--- src/design/tebs_pkg.sv ---
package tebs_pkg;

   localparam int TIME_W   = 48;
   localparam int START_W  = 47;
   localparam int LEN_W    = 13;
   localparam int KIND_W   = 5;
   localparam int TARGET_W = 32;
   localparam int ARG_W    = 64;

   localparam logic OP_SCHEDULE = 1'b0;
   localparam logic OP_FIRE     = 1'b1;

   typedef struct packed {
      logic [ARG_W-1:0]         argument;
      logic [TARGET_W-1:0]      target;
      logic [KIND_W-1:0]        kind;
      logic signed [TIME_W-1:0] ev_time;
   } entry_type;

   typedef struct packed {
      logic shift;
      logic load;
   } cell_ctl_type;

   typedef enum logic [2:0] {
      ST_FIRED    = 3'd0,
      ST_STORED   = 3'd1,
      ST_EVICTED  = 3'd2,
      ST_DROPPED  = 3'd3,
      ST_NONE_DUE = 3'd4
   } status_type;

   typedef enum logic [2:0] {
      S_IDLE,
      S_SCHED,
      S_EVSCAN,
      S_EVWRITE,
      S_RESULT,
      S_FIRE,
      S_FDONE
   } state_type;

endpackage

--- src/design/tebs_cell.sv ---
module tebs_cell
   import tebs_pkg::*;
(
   input  logic         clock,
   input  cell_ctl_type ctl,
   input  entry_type    next_entry,
   input  entry_type    load_data,
   output entry_type    entry
);

   entry_type entry_ff;

   always_ff @(posedge clock) begin
      if (ctl.load) begin
         entry_ff <= load_data;
      end else if (ctl.shift) begin
         entry_ff <= next_entry;
      end
   end

   assign entry = entry_ff;

endmodule

--- src/design/tebs_bank.sv ---
module tebs_bank
   import tebs_pkg::*;
#(
   parameter int DEPTH = 16
) (
   input  logic                                   clock,
   input  logic                                   shift_en,
   input  logic                                   load_en,
   input  logic [((DEPTH > 1) ? $clog2(DEPTH) : 1)-1:0] load_idx,
   input  entry_type                              load_data,
   output entry_type                              head
);

   localparam int IDX_W = (DEPTH > 1) ? $clog2(DEPTH) : 1;

   entry_type cells [DEPTH];

   // ring: each cell takes its upper neighbor, the top cell takes the head
   for (genvar i = 0; i < DEPTH; i++) begin : g_cell
      cell_ctl_type ctl;
      assign ctl.shift = shift_en;
      assign ctl.load  = load_en && (load_idx == IDX_W'(i));
      tebs_cell u_cell (
         .clock      (clock),
         .ctl        (ctl),
         .next_entry (cells[(i + 1) % DEPTH]),
         .load_data  (load_data),
         .entry      (cells[i])
      );
   end

   assign head = cells[0];

endmodule

--- src/design/timed_event_bank_scheduler_top.sv ---
// schedule item: goes through S_SCHED to S_RESULT when a free entry exists or it is dropped
// schedule into a full bank: one ring rotation in S_EVSCAN to find the victim, then S_EVWRITE
// fire item: one ring step per valid entry in S_FIRE, held while rsp stalls, then S_FDONE
// one item is worked at a time; a new item is taken in S_IDLE, after its last result is loaded
// reset (synchronous, active high) empties the bank and clears the handshake state
module timed_event_bank_scheduler_top
   import tebs_pkg::*;
#(
   parameter int BANK_DEPTH = 16
) (
   input  logic         clock,
   input  logic         reset,
   input  logic         req_tvalid,
   output logic         req_tready,
   // frame_time, block_start, block_length, command_kind, command_target,
   // command_argument, zero pad
   input  logic [215:0] req_tdata,
   // opcode
   input  logic [0:0]   req_tuser,
   output logic         rsp_tvalid,
   input  logic         rsp_tready,
   // fired_time, fired_kind, fired_target, fired_argument, zero pad
   output logic [151:0] rsp_tdata,
   // status
   output logic [2:0]   rsp_tuser,
   output logic         rsp_tlast
);

   localparam int IDX_W = (BANK_DEPTH > 1) ? $clog2(BANK_DEPTH) : 1;
   localparam int CNT_W = $clog2(BANK_DEPTH + 1);

   state_type              state_ff, state_in;
   logic [CNT_W-1:0]       count_ff, count_in;
   logic [CNT_W-1:0]       k_ff, k_in;
   logic [CNT_W-1:0]       n_ff, n_in;
   entry_type              cmd_ff, cmd_in;
   logic [START_W-1:0]     start_ff, start_in;
   logic [LEN_W-1:0]       len_ff, len_in;
   status_type             st_ff, st_in;
   logic signed [TIME_W-1:0] best_ff, best_in;
   logic [IDX_W-1:0]       pick_ff, pick_in;
   logic                   found_ff, found_in;
   logic                   pend_v_ff, pend_v_in;
   entry_type              pend_ff, pend_in;
   logic                   rsp_v_ff, rsp_v_in;
   entry_type              rsp_ff, rsp_in;
   status_type             rsp_st_ff, rsp_st_in;
   logic                   rsp_last_ff, rsp_last_in;

   logic                   shift_en, load_en;
   logic [IDX_W-1:0]       load_idx;
   entry_type              load_data, head;

   logic                   accept, out_free, due, clamp, cur;
   logic [TIME_W-1:0]      horizon;
   logic signed [TIME_W-1:0] clamp_t;
   entry_type              req_entry;
   logic                   bank_full, scan_end;

   tebs_bank #(.DEPTH(BANK_DEPTH)) u_bank (
      .clock     (clock),
      .shift_en  (shift_en),
      .load_en   (load_en),
      .load_idx  (load_idx),
      .load_data (load_data),
      .head      (head)
   );

   assign accept   = req_tvalid && req_tready;
   assign out_free = !rsp_v_ff || rsp_tready;

   assign req_entry.ev_time  = req_tdata[47:0];
   assign req_entry.kind     = req_tdata[112:108];
   assign req_entry.target   = req_tdata[144:113];
   assign req_entry.argument = req_tdata[208:145];

   // clamp past or negative times to the block start
   assign horizon = TIME_W'(start_ff) + TIME_W'(len_ff);
   assign clamp   = cmd_ff.ev_time <= $signed({1'b0, start_ff});
   assign clamp_t = clamp ? $signed({1'b0, start_ff}) : cmd_ff.ev_time;
   assign cur     = clamp || ($signed({cmd_ff.ev_time[TIME_W-1], cmd_ff.ev_time})
                              < $signed({1'b0, horizon}));

   assign due       = head.ev_time <= cmd_ff.ev_time;
   assign bank_full = count_ff == CNT_W'(BANK_DEPTH);
   assign scan_end  = k_ff == CNT_W'(BANK_DEPTH - 1);

   always_comb begin
      state_in = state_ff;
      unique case (state_ff)
         S_IDLE: begin
            if (accept) begin
               state_in = (req_tuser[0] == OP_FIRE) ? S_FIRE : S_SCHED;
            end
         end
         S_SCHED: begin
            state_in = (bank_full && cur) ? S_EVSCAN : S_RESULT;
         end
         S_EVSCAN: begin
            if (scan_end) begin
               state_in = S_EVWRITE;
            end
         end
         S_EVWRITE: state_in = S_RESULT;
         S_RESULT: begin
            if (out_free) begin
               state_in = S_IDLE;
            end
         end
         S_FIRE: begin
            if (k_ff == n_ff) begin
               state_in = S_FDONE;
            end
         end
         S_FDONE: begin
            if (out_free) begin
               state_in = S_IDLE;
            end
         end
         default: state_in = S_IDLE;
      endcase
   end

   always_comb begin
      count_in    = count_ff;
      k_in        = k_ff;
      n_in        = n_ff;
      cmd_in      = cmd_ff;
      start_in    = start_ff;
      len_in      = len_ff;
      st_in       = st_ff;
      best_in     = best_ff;
      pick_in     = pick_ff;
      found_in    = found_ff;
      pend_v_in   = pend_v_ff;
      pend_in     = pend_ff;
      rsp_v_in    = rsp_v_ff && !rsp_tready;
      rsp_in      = rsp_ff;
      rsp_st_in   = rsp_st_ff;
      rsp_last_in = rsp_last_ff;
      shift_en    = 1'b0;
      load_en     = 1'b0;
      load_idx    = '0;
      load_data   = head;
      unique case (state_ff)
         S_IDLE: begin
            if (accept) begin
               cmd_in    = req_entry;
               start_in  = req_tdata[94:48];
               len_in    = req_tdata[107:95];
               k_in      = '0;
               n_in      = count_ff;
               pend_v_in = 1'b0;
            end
         end
         S_SCHED: begin
            cmd_in.ev_time = clamp_t;
            if (!bank_full) begin
               load_en           = 1'b1;
               load_idx          = count_ff[IDX_W-1:0];
               load_data         = cmd_ff;
               load_data.ev_time = clamp_t;
               count_in          = count_ff + 1'b1;
               st_in             = ST_STORED;
            end else if (cur) begin
               best_in  = clamp_t;
               found_in = 1'b0;
               k_in     = '0;
            end else begin
               st_in = ST_DROPPED;
            end
         end
         S_EVSCAN: begin
            // full rotation brings the bank back to its order
            shift_en = 1'b1;
            k_in     = k_ff + 1'b1;
            if (head.ev_time > best_ff) begin
               best_in  = head.ev_time;
               pick_in  = k_ff[IDX_W-1:0];
               found_in = 1'b1;
            end
         end
         S_EVWRITE: begin
            if (found_ff) begin
               load_en   = 1'b1;
               load_idx  = pick_ff;
               load_data = cmd_ff;
               st_in     = ST_EVICTED;
            end else begin
               st_in = ST_DROPPED;
            end
         end
         S_RESULT: begin
            if (out_free) begin
               rsp_v_in    = 1'b1;
               rsp_in      = '0;
               rsp_st_in   = st_ff;
               rsp_last_in = 1'b1;
            end
         end
         S_FIRE: begin
            // queue over the valid prefix: survivors go back in at the tail
            if (k_ff != n_ff) begin
               if (!due || !pend_v_ff || out_free) begin
                  shift_en = 1'b1;
                  k_in     = k_ff + 1'b1;
                  if (due) begin
                     count_in  = count_ff - 1'b1;
                     pend_in   = head;
                     pend_v_in = 1'b1;
                     if (pend_v_ff) begin
                        rsp_v_in    = 1'b1;
                        rsp_in      = pend_ff;
                        rsp_st_in   = ST_FIRED;
                        rsp_last_in = 1'b0;
                     end
                  end else begin
                     load_en  = 1'b1;
                     load_idx = IDX_W'(count_ff - 1'b1);
                  end
               end
            end
         end
         S_FDONE: begin
            if (out_free) begin
               rsp_v_in    = 1'b1;
               rsp_last_in = 1'b1;
               if (pend_v_ff) begin
                  rsp_in    = pend_ff;
                  rsp_st_in = ST_FIRED;
                  pend_v_in = 1'b0;
               end else begin
                  rsp_in    = '0;
                  rsp_st_in = ST_NONE_DUE;
               end
            end
         end
         default: begin
         end
      endcase
   end

   always_ff @(posedge clock) begin
      if (reset) begin
         state_ff  <= S_IDLE;
         count_ff  <= '0;
         pend_v_ff <= 1'b0;
         rsp_v_ff  <= 1'b0;
      end else begin
         state_ff  <= state_in;
         count_ff  <= count_in;
         pend_v_ff <= pend_v_in;
         rsp_v_ff  <= rsp_v_in;
      end
   end

   always_ff @(posedge clock) begin
      k_ff        <= k_in;
      n_ff        <= n_in;
      cmd_ff      <= cmd_in;
      start_ff    <= start_in;
      len_ff      <= len_in;
      st_ff       <= st_in;
      best_ff     <= best_in;
      pick_ff     <= pick_in;
      found_ff    <= found_in;
      pend_ff     <= pend_in;
      rsp_ff      <= rsp_in;
      rsp_st_ff   <= rsp_st_in;
      rsp_last_ff <= rsp_last_in;
   end

   assign req_tready = state_ff == S_IDLE;
   assign rsp_tvalid = rsp_v_ff;
   assign rsp_tdata  = {3'b000, rsp_ff.argument, rsp_ff.target, rsp_ff.kind, rsp_ff.ev_time};
   assign rsp_tuser  = rsp_st_ff;
   assign rsp_tlast  = rsp_last_ff;

endmodule
--- config.mk ---
export PLATFORM = sky130hd
export DESIGN_NAME = timed_event_bank_scheduler_top
export DESIGN_NICKNAME = d
export VERILOG_FILES = /design/src/design/tebs_pkg.sv /design/src/design/tebs_cell.sv /design/src/design/tebs_bank.sv /design/src/design/timed_event_bank_scheduler_top.sv
export SDC_FILE = /design/constraint.sdc
export NUM_CORES = 2
export LEC_CHECK = 0
export BUFFER_PORTS_ARGS = -buffer_cell sky130_fd_sc_hd__buf_2
export CAP_MARGIN = 10
export CORE_MARGIN = 5
export CORE_UTILIZATION = 30
export DETAILED_ROUTE_END_ITERATION = 7
export GPL_ROUTABILITY_DRIVEN = 0
export GPL_TIMING_DRIVEN = 0
export PLACE_DENSITY = 0.51
export SLEW_MARGIN = 20
export SYNTH_ARGS = -nofsm -noshare
export SYNTH_HDL_FRONTEND = slang
export SYNTH_SLANG_ARGS = --single-unit
--- constraint.sdc ---
create_clock -name clock -period 47.1 [get_ports clock]
set_clock_uncertainty 0.05 [all_clocks]
set_input_delay 9.42 -clock clock [delete_from_list [all_inputs] [get_ports clock]]
set_output_delay 9.42 -clock clock [all_outputs]
set_load 0.01 [all_outputs]
# == After elaboration in Yosys (flattened, before gate mapping) ==
# Cells that the tools add are included.
# totals
register_bits,2971
in_bits,221
word_cells,321
# op_classes
add_sub_neg,4
n_lt_le_gt_ge,4
eq_ne,40
muxes,117
reduce_logical,66
# op_table
op,n
$mux W149,41
$pmux W149 S3,1
$pmux W149 S2,1
$mux W48,5
$pmux W48 S2,2
$le A48 B48 Y1,2
$lt A48 B49 Y1,1
$add A47 B13 Y48,1
$gt A48 B48 Y1,1
$mux W3,15
$mux W5,9
$reduce_bool A2 Y1,21
$eq A4 B4 Y1 const B,8
$mux W1,26
$ne A2 B2 Y1 const B,12
$mux W4,5
$pmux W5 S4,1
$logic_and A1 B1 Y1,19
$pmux W3 S6,1
$reduce_and A6 Y1,3
$eq A4 B3 Y1 const B,4
$pmux W4 S3,1
$reduce_and A4 Y1,3
$add A5 B1 Y5 const B,2
other kinds (27),46

# == Logic depth before layout (Yosys ltp) ==
# logic_depth
ltp_word,10
mapped_depth,23
mapped_depth_nobuf,22

# == Hierarchy ==
# From an unflattened synthesis, not the netlist that was laid out.
# hier_totals
hier_cells,7559
hier_area_um2,135964.2
# by_module_without_submodules
module,n_inst,cells_per_inst,area_per_inst_um2,seq_area_each_um2
tebs_cell,16,316,6693.9,4474.3
timed_event_bank_scheduler_top,1,2480,28743.8,17496.8
tebs_bank,1,23,117.6,0.0

# == Worst setup path after synthesis ==
# Ideal clock, no wire load.
# synth_path
path_type,in2reg
from,in rsp_tready
to,"reg pend_ff[0] (netlist name), enable pin"
setup_time_ps,1023
t_arrival_ps,23688
path_slack_ps,22339
path_stages,3
cell_sequence,nor2b_1 > and2_0 > nor4_1
# synth_between
elab_chain_cells,3
# synth_lines
element,line,text
start: declaration,timed_event_bank_scheduler_top.sv:21,"input logic rsp_tready,"
$logic_or A1 B1 Y1,timed_event_bank_scheduler_top.sv:70,assign out_free = !rsp_v_ff || rsp_tready;
$logic_or A1 B1 Y1,timed_event_bank_scheduler_top.sv:204,if (!due || !pend_v_ff || out_free) begin
$reduce_and A4 Y1 (no source line),-,
end signal: assignment,timed_event_bank_scheduler_top.sv:267,pend_ff <= pend_in;
end: declaration,timed_event_bank_scheduler_top.sv:44,"entry_type pend_ff, pend_in;"
# Every way passes these cells.
# A chain may end at the register's enable or synchronous reset.

# == Worst setup path in the final report ==
# layout_path
from,in rsp_tready
to,"reg pend_ff[106] (netlist name), enable pin"
# Same word-level chain as after synthesis.

==> impl_metrics.ini <==
[outcome]
status = finished clean

[yosys]
synth_seq_cells = 2970
netlist_area_um2 = 129400
synth_warnings = 0
synth-seq-area-share = 0.6885
ys_async_sr_fraction = 0
synth_cells = 8661
ys.flop_type = edfxtp_1
yosysUniqueCellTypes = 80
synth_area_per_cell_um2 = 14.94
synth-edff-count = 2960

[worst_setup_path]
cp.arrival_ps = 13760
cp-start-kind = primary input
worst_ep_required_time_ps = 47620
end_kind = flip-flop
r2r_cells = 23
crit_type = primary input to flip-flop
cp_max_fo = 8

[global_route]
grt_max_degree = 77
grt_first_pass_wirelength_um = 595500
grt_use_total = 0.1834
grt_antenna_before_repair = 45
overflow = 0
grt_pass1_vias = 80500

[final_layout]
nets = 9959
final_layout_size_suffix_gt1_frac = 0.2836
fin_util = 0.3561
synthToLayoutAreaGrowth_pct = 18.43
multi_input_area_um2 = 37050
num-fill-cells = 40860
regArea_um2 = 89090

[placed_design]
dp_hpwl_um = 311800
portBuffers = 368

[floorplan]
coreArea_um2 = 430300
io_pins = 379
initial_core_util = 0.3007
die_area_um2 = 444600
rows = 241
fp.dieH_um = 666.8
die_width_um = 666.8

[power_and_ir_drop]
pwr_density_cell_nw_per_um2 = 42.40
cellLeakagePower_nw = 53.82
power.total_w = 0.006497
peakVddDrop_mv = 0.02867

[routing]
wl_um = 421700
dr.pass1.iters = 6
antenna_left = 0
wire_per_inst_um = 27.17
drt-vias-per-instance = 5.086
drc = 0
drt-initial-drc-count = 7530
num_vias = 78930

[clock_tree]
h-tree-depth = 5
path_clk_slew_ps = 60
tritoncts = built
postCtsHoldBufs = 0
clock_latency_ps = 870
postCtsSetupBuffers = 0
cts.sinks = 2970
ctsLongestPathBuffers = 4
cts_resized = 0
root_buffer = clkbuf_16
cts-buffers-inserted = 308

[sta]
finalSetupTns_ps = 0
fmax_mhz = 75.53
rsz0062_at_grt = false
drv_slew = 0
finalCritPeriodShare = 0.2811
setup_violations = 0
max-slew-margin-rel = 0.1922
worst_slew_pin_slew_ps = 1204
hold_viol = 0
whs_ps = 383.8
finalCriticalPeriod_ps = 13240

[flow_run]
maxCapViolations = 0

[worst_hold_path]
hp-class = flip-flop to flip-flop
holdPathStages = 0
-- worst max-delay path: stages --
cell	delay, ps
buf_2	90
nor2b_1	50
and2_0	280
nor4_2	630
buf_4	280
buf_4	170
buf_2	210
buf_2	240
buf_2	240
buf_4	200
buf_2	240
buf_2	250
buf_2	230
buf_2	240
buf_2	240
buf_2	250
buf_2	240
buf_2	240
-- final timing paths --
| path | startpoint | endpoint | slack, ps |
|---|---|---|---|
| max | rsp_tready | pend_ff[106] | 33860 |
| min reg2reg | count_ff[2] | n_ff[2] | 380 |
| max reg2reg | u_bank.g_cell[0].u_cell.entry[14] | pend_ff[106] | 39590 |
| min | count_ff[2] | n_ff[2] | 380 |
-- state kept, by name, summed over array words and instances, names as in the netlist, 3 cells and up --
register / cells
rsp_tuser: 3
state_ff: 3
u_bank.g_cell.u_cell.entry: 2384
len_ff: 13
start_ff: 47
cmd_ff: 149
count_ff: 5
rsp_tdata: 149
pend_ff: 149
k_ff: 5
best_ff: 48
n_ff: 5
pick_ff: 4
-- final cells by class --
class / count / share of cell area
Buffer: 499 / 0.01911
Multi-Input combinational cell: 5027 / 0.2418
Clock inverter: 183 / 0.01325
Timing Repair Buffer: 558 / 0.03965
Tap cell: 5710 / 0.04662
Sequential cell: 2970 / 0.5813
Antenna cell: 38 / 0.0006205
Clock buffer: 366 / 0.05352
Inverter: 167 / 0.004139
-- report_power, final --
group / leakage (nW) / switching, W / total [W] / internal (W)
Combinational: 21.6 / 0.000504 / 0.000744 / 0.000240
Clock: 5.01 / 0.00105 / 0.00253 / 0.00148
Sequential: 27.2 / 0.000101 / 0.00322 / 0.00312
Total: 53.8 / 0.00166 / 0.00650 / 0.00484
-- layer usage --
layer	GRT usage	wire length [µm]	part of all wire
met5	0	104	0.00025
met4	0.07217	16660	0.039
met1	0.2441	178800	0.42
met3	0.02687	24720	0.059
met2	0.3017	201400	0.48
-- cells in the mapped netlist (24+ instances only) --
library cell | n | area share
mux2_1 | 145 | 0.013
buf_6 | 71 | 0.0062
nand3_1 | 37 | 0.0014
and3_1 | 153 | 0.0074
buf_4 | 81 | 0.0047
edfxtp_1 | 2960 | 0.69
nand4_1 | 43 | 0.0021
a221o_1 | 49 | 0.0038
nor3_1 | 24 | 0.00093
buf_2 | 144 | 0.0056
clkbuf_1 | 189 | 0.0055
nand2_1 | 719 | 0.021
inv_1 | 167 | 0.0048
o21ai_0 | 703 | 0.027
a21o_1 | 141 | 0.0082
and2_1 | 154 | 0.0074
a221oi_2 | 46 | 0.0053
a21oi_1 | 585 | 0.023
mux2_2 | 1345 | 0.12
nor2_1 | 445 | 0.013
xnor2_1 | 44 | 0.0030
ha_1 | 206 | 0.020
-- stage by stage --
step / setup slack (ps) / cells / instance area (µm²)
6_report: 33860 / 15520 / 153200
3_3_place_gp: 7063 / 14740 / 138400
4_1_cts: 33830 / 15480 / 153100
2_1_floorplan: 22340 / 8663 / 129400
5_1_grt: 33570 / 15490 / 153200
3_5_place_dp: 32860 / 14930 / 142900
-- placed cells by master (no fill, tap or decap), types with 46 or more instances in the layout --
master,n
mux2_1,145
a21o_1,141
and3_1,153
nor2_1,444
a21oi_1,584
edfxtp_1,2960
ha_1,206
mux2_2,1345
buf_6,71
buf_4,90
buf_16,123
a221oi_2,46
clkinv_2,60
clkbuf_16,321
buf_2,535
and2_1,154
clkbuf_1,213
o21ai_0,691
clkinv_1,55
a221o_1,49
nand2_1,714
inv_1,166
-- cells by family after synthesis --
logic type      Yosys count  synth area share
flops                  2970            0.6885
simple gates           1662           0.05812
compound gates         1609           0.07267
mux                    1491            0.1297
buf+inv                 666           0.02718
fa+ha+maj               207           0.02007
xor+xnor                 55          0.003723
other cells               1        0.00002898
Power figures use the tool's default switching activity.
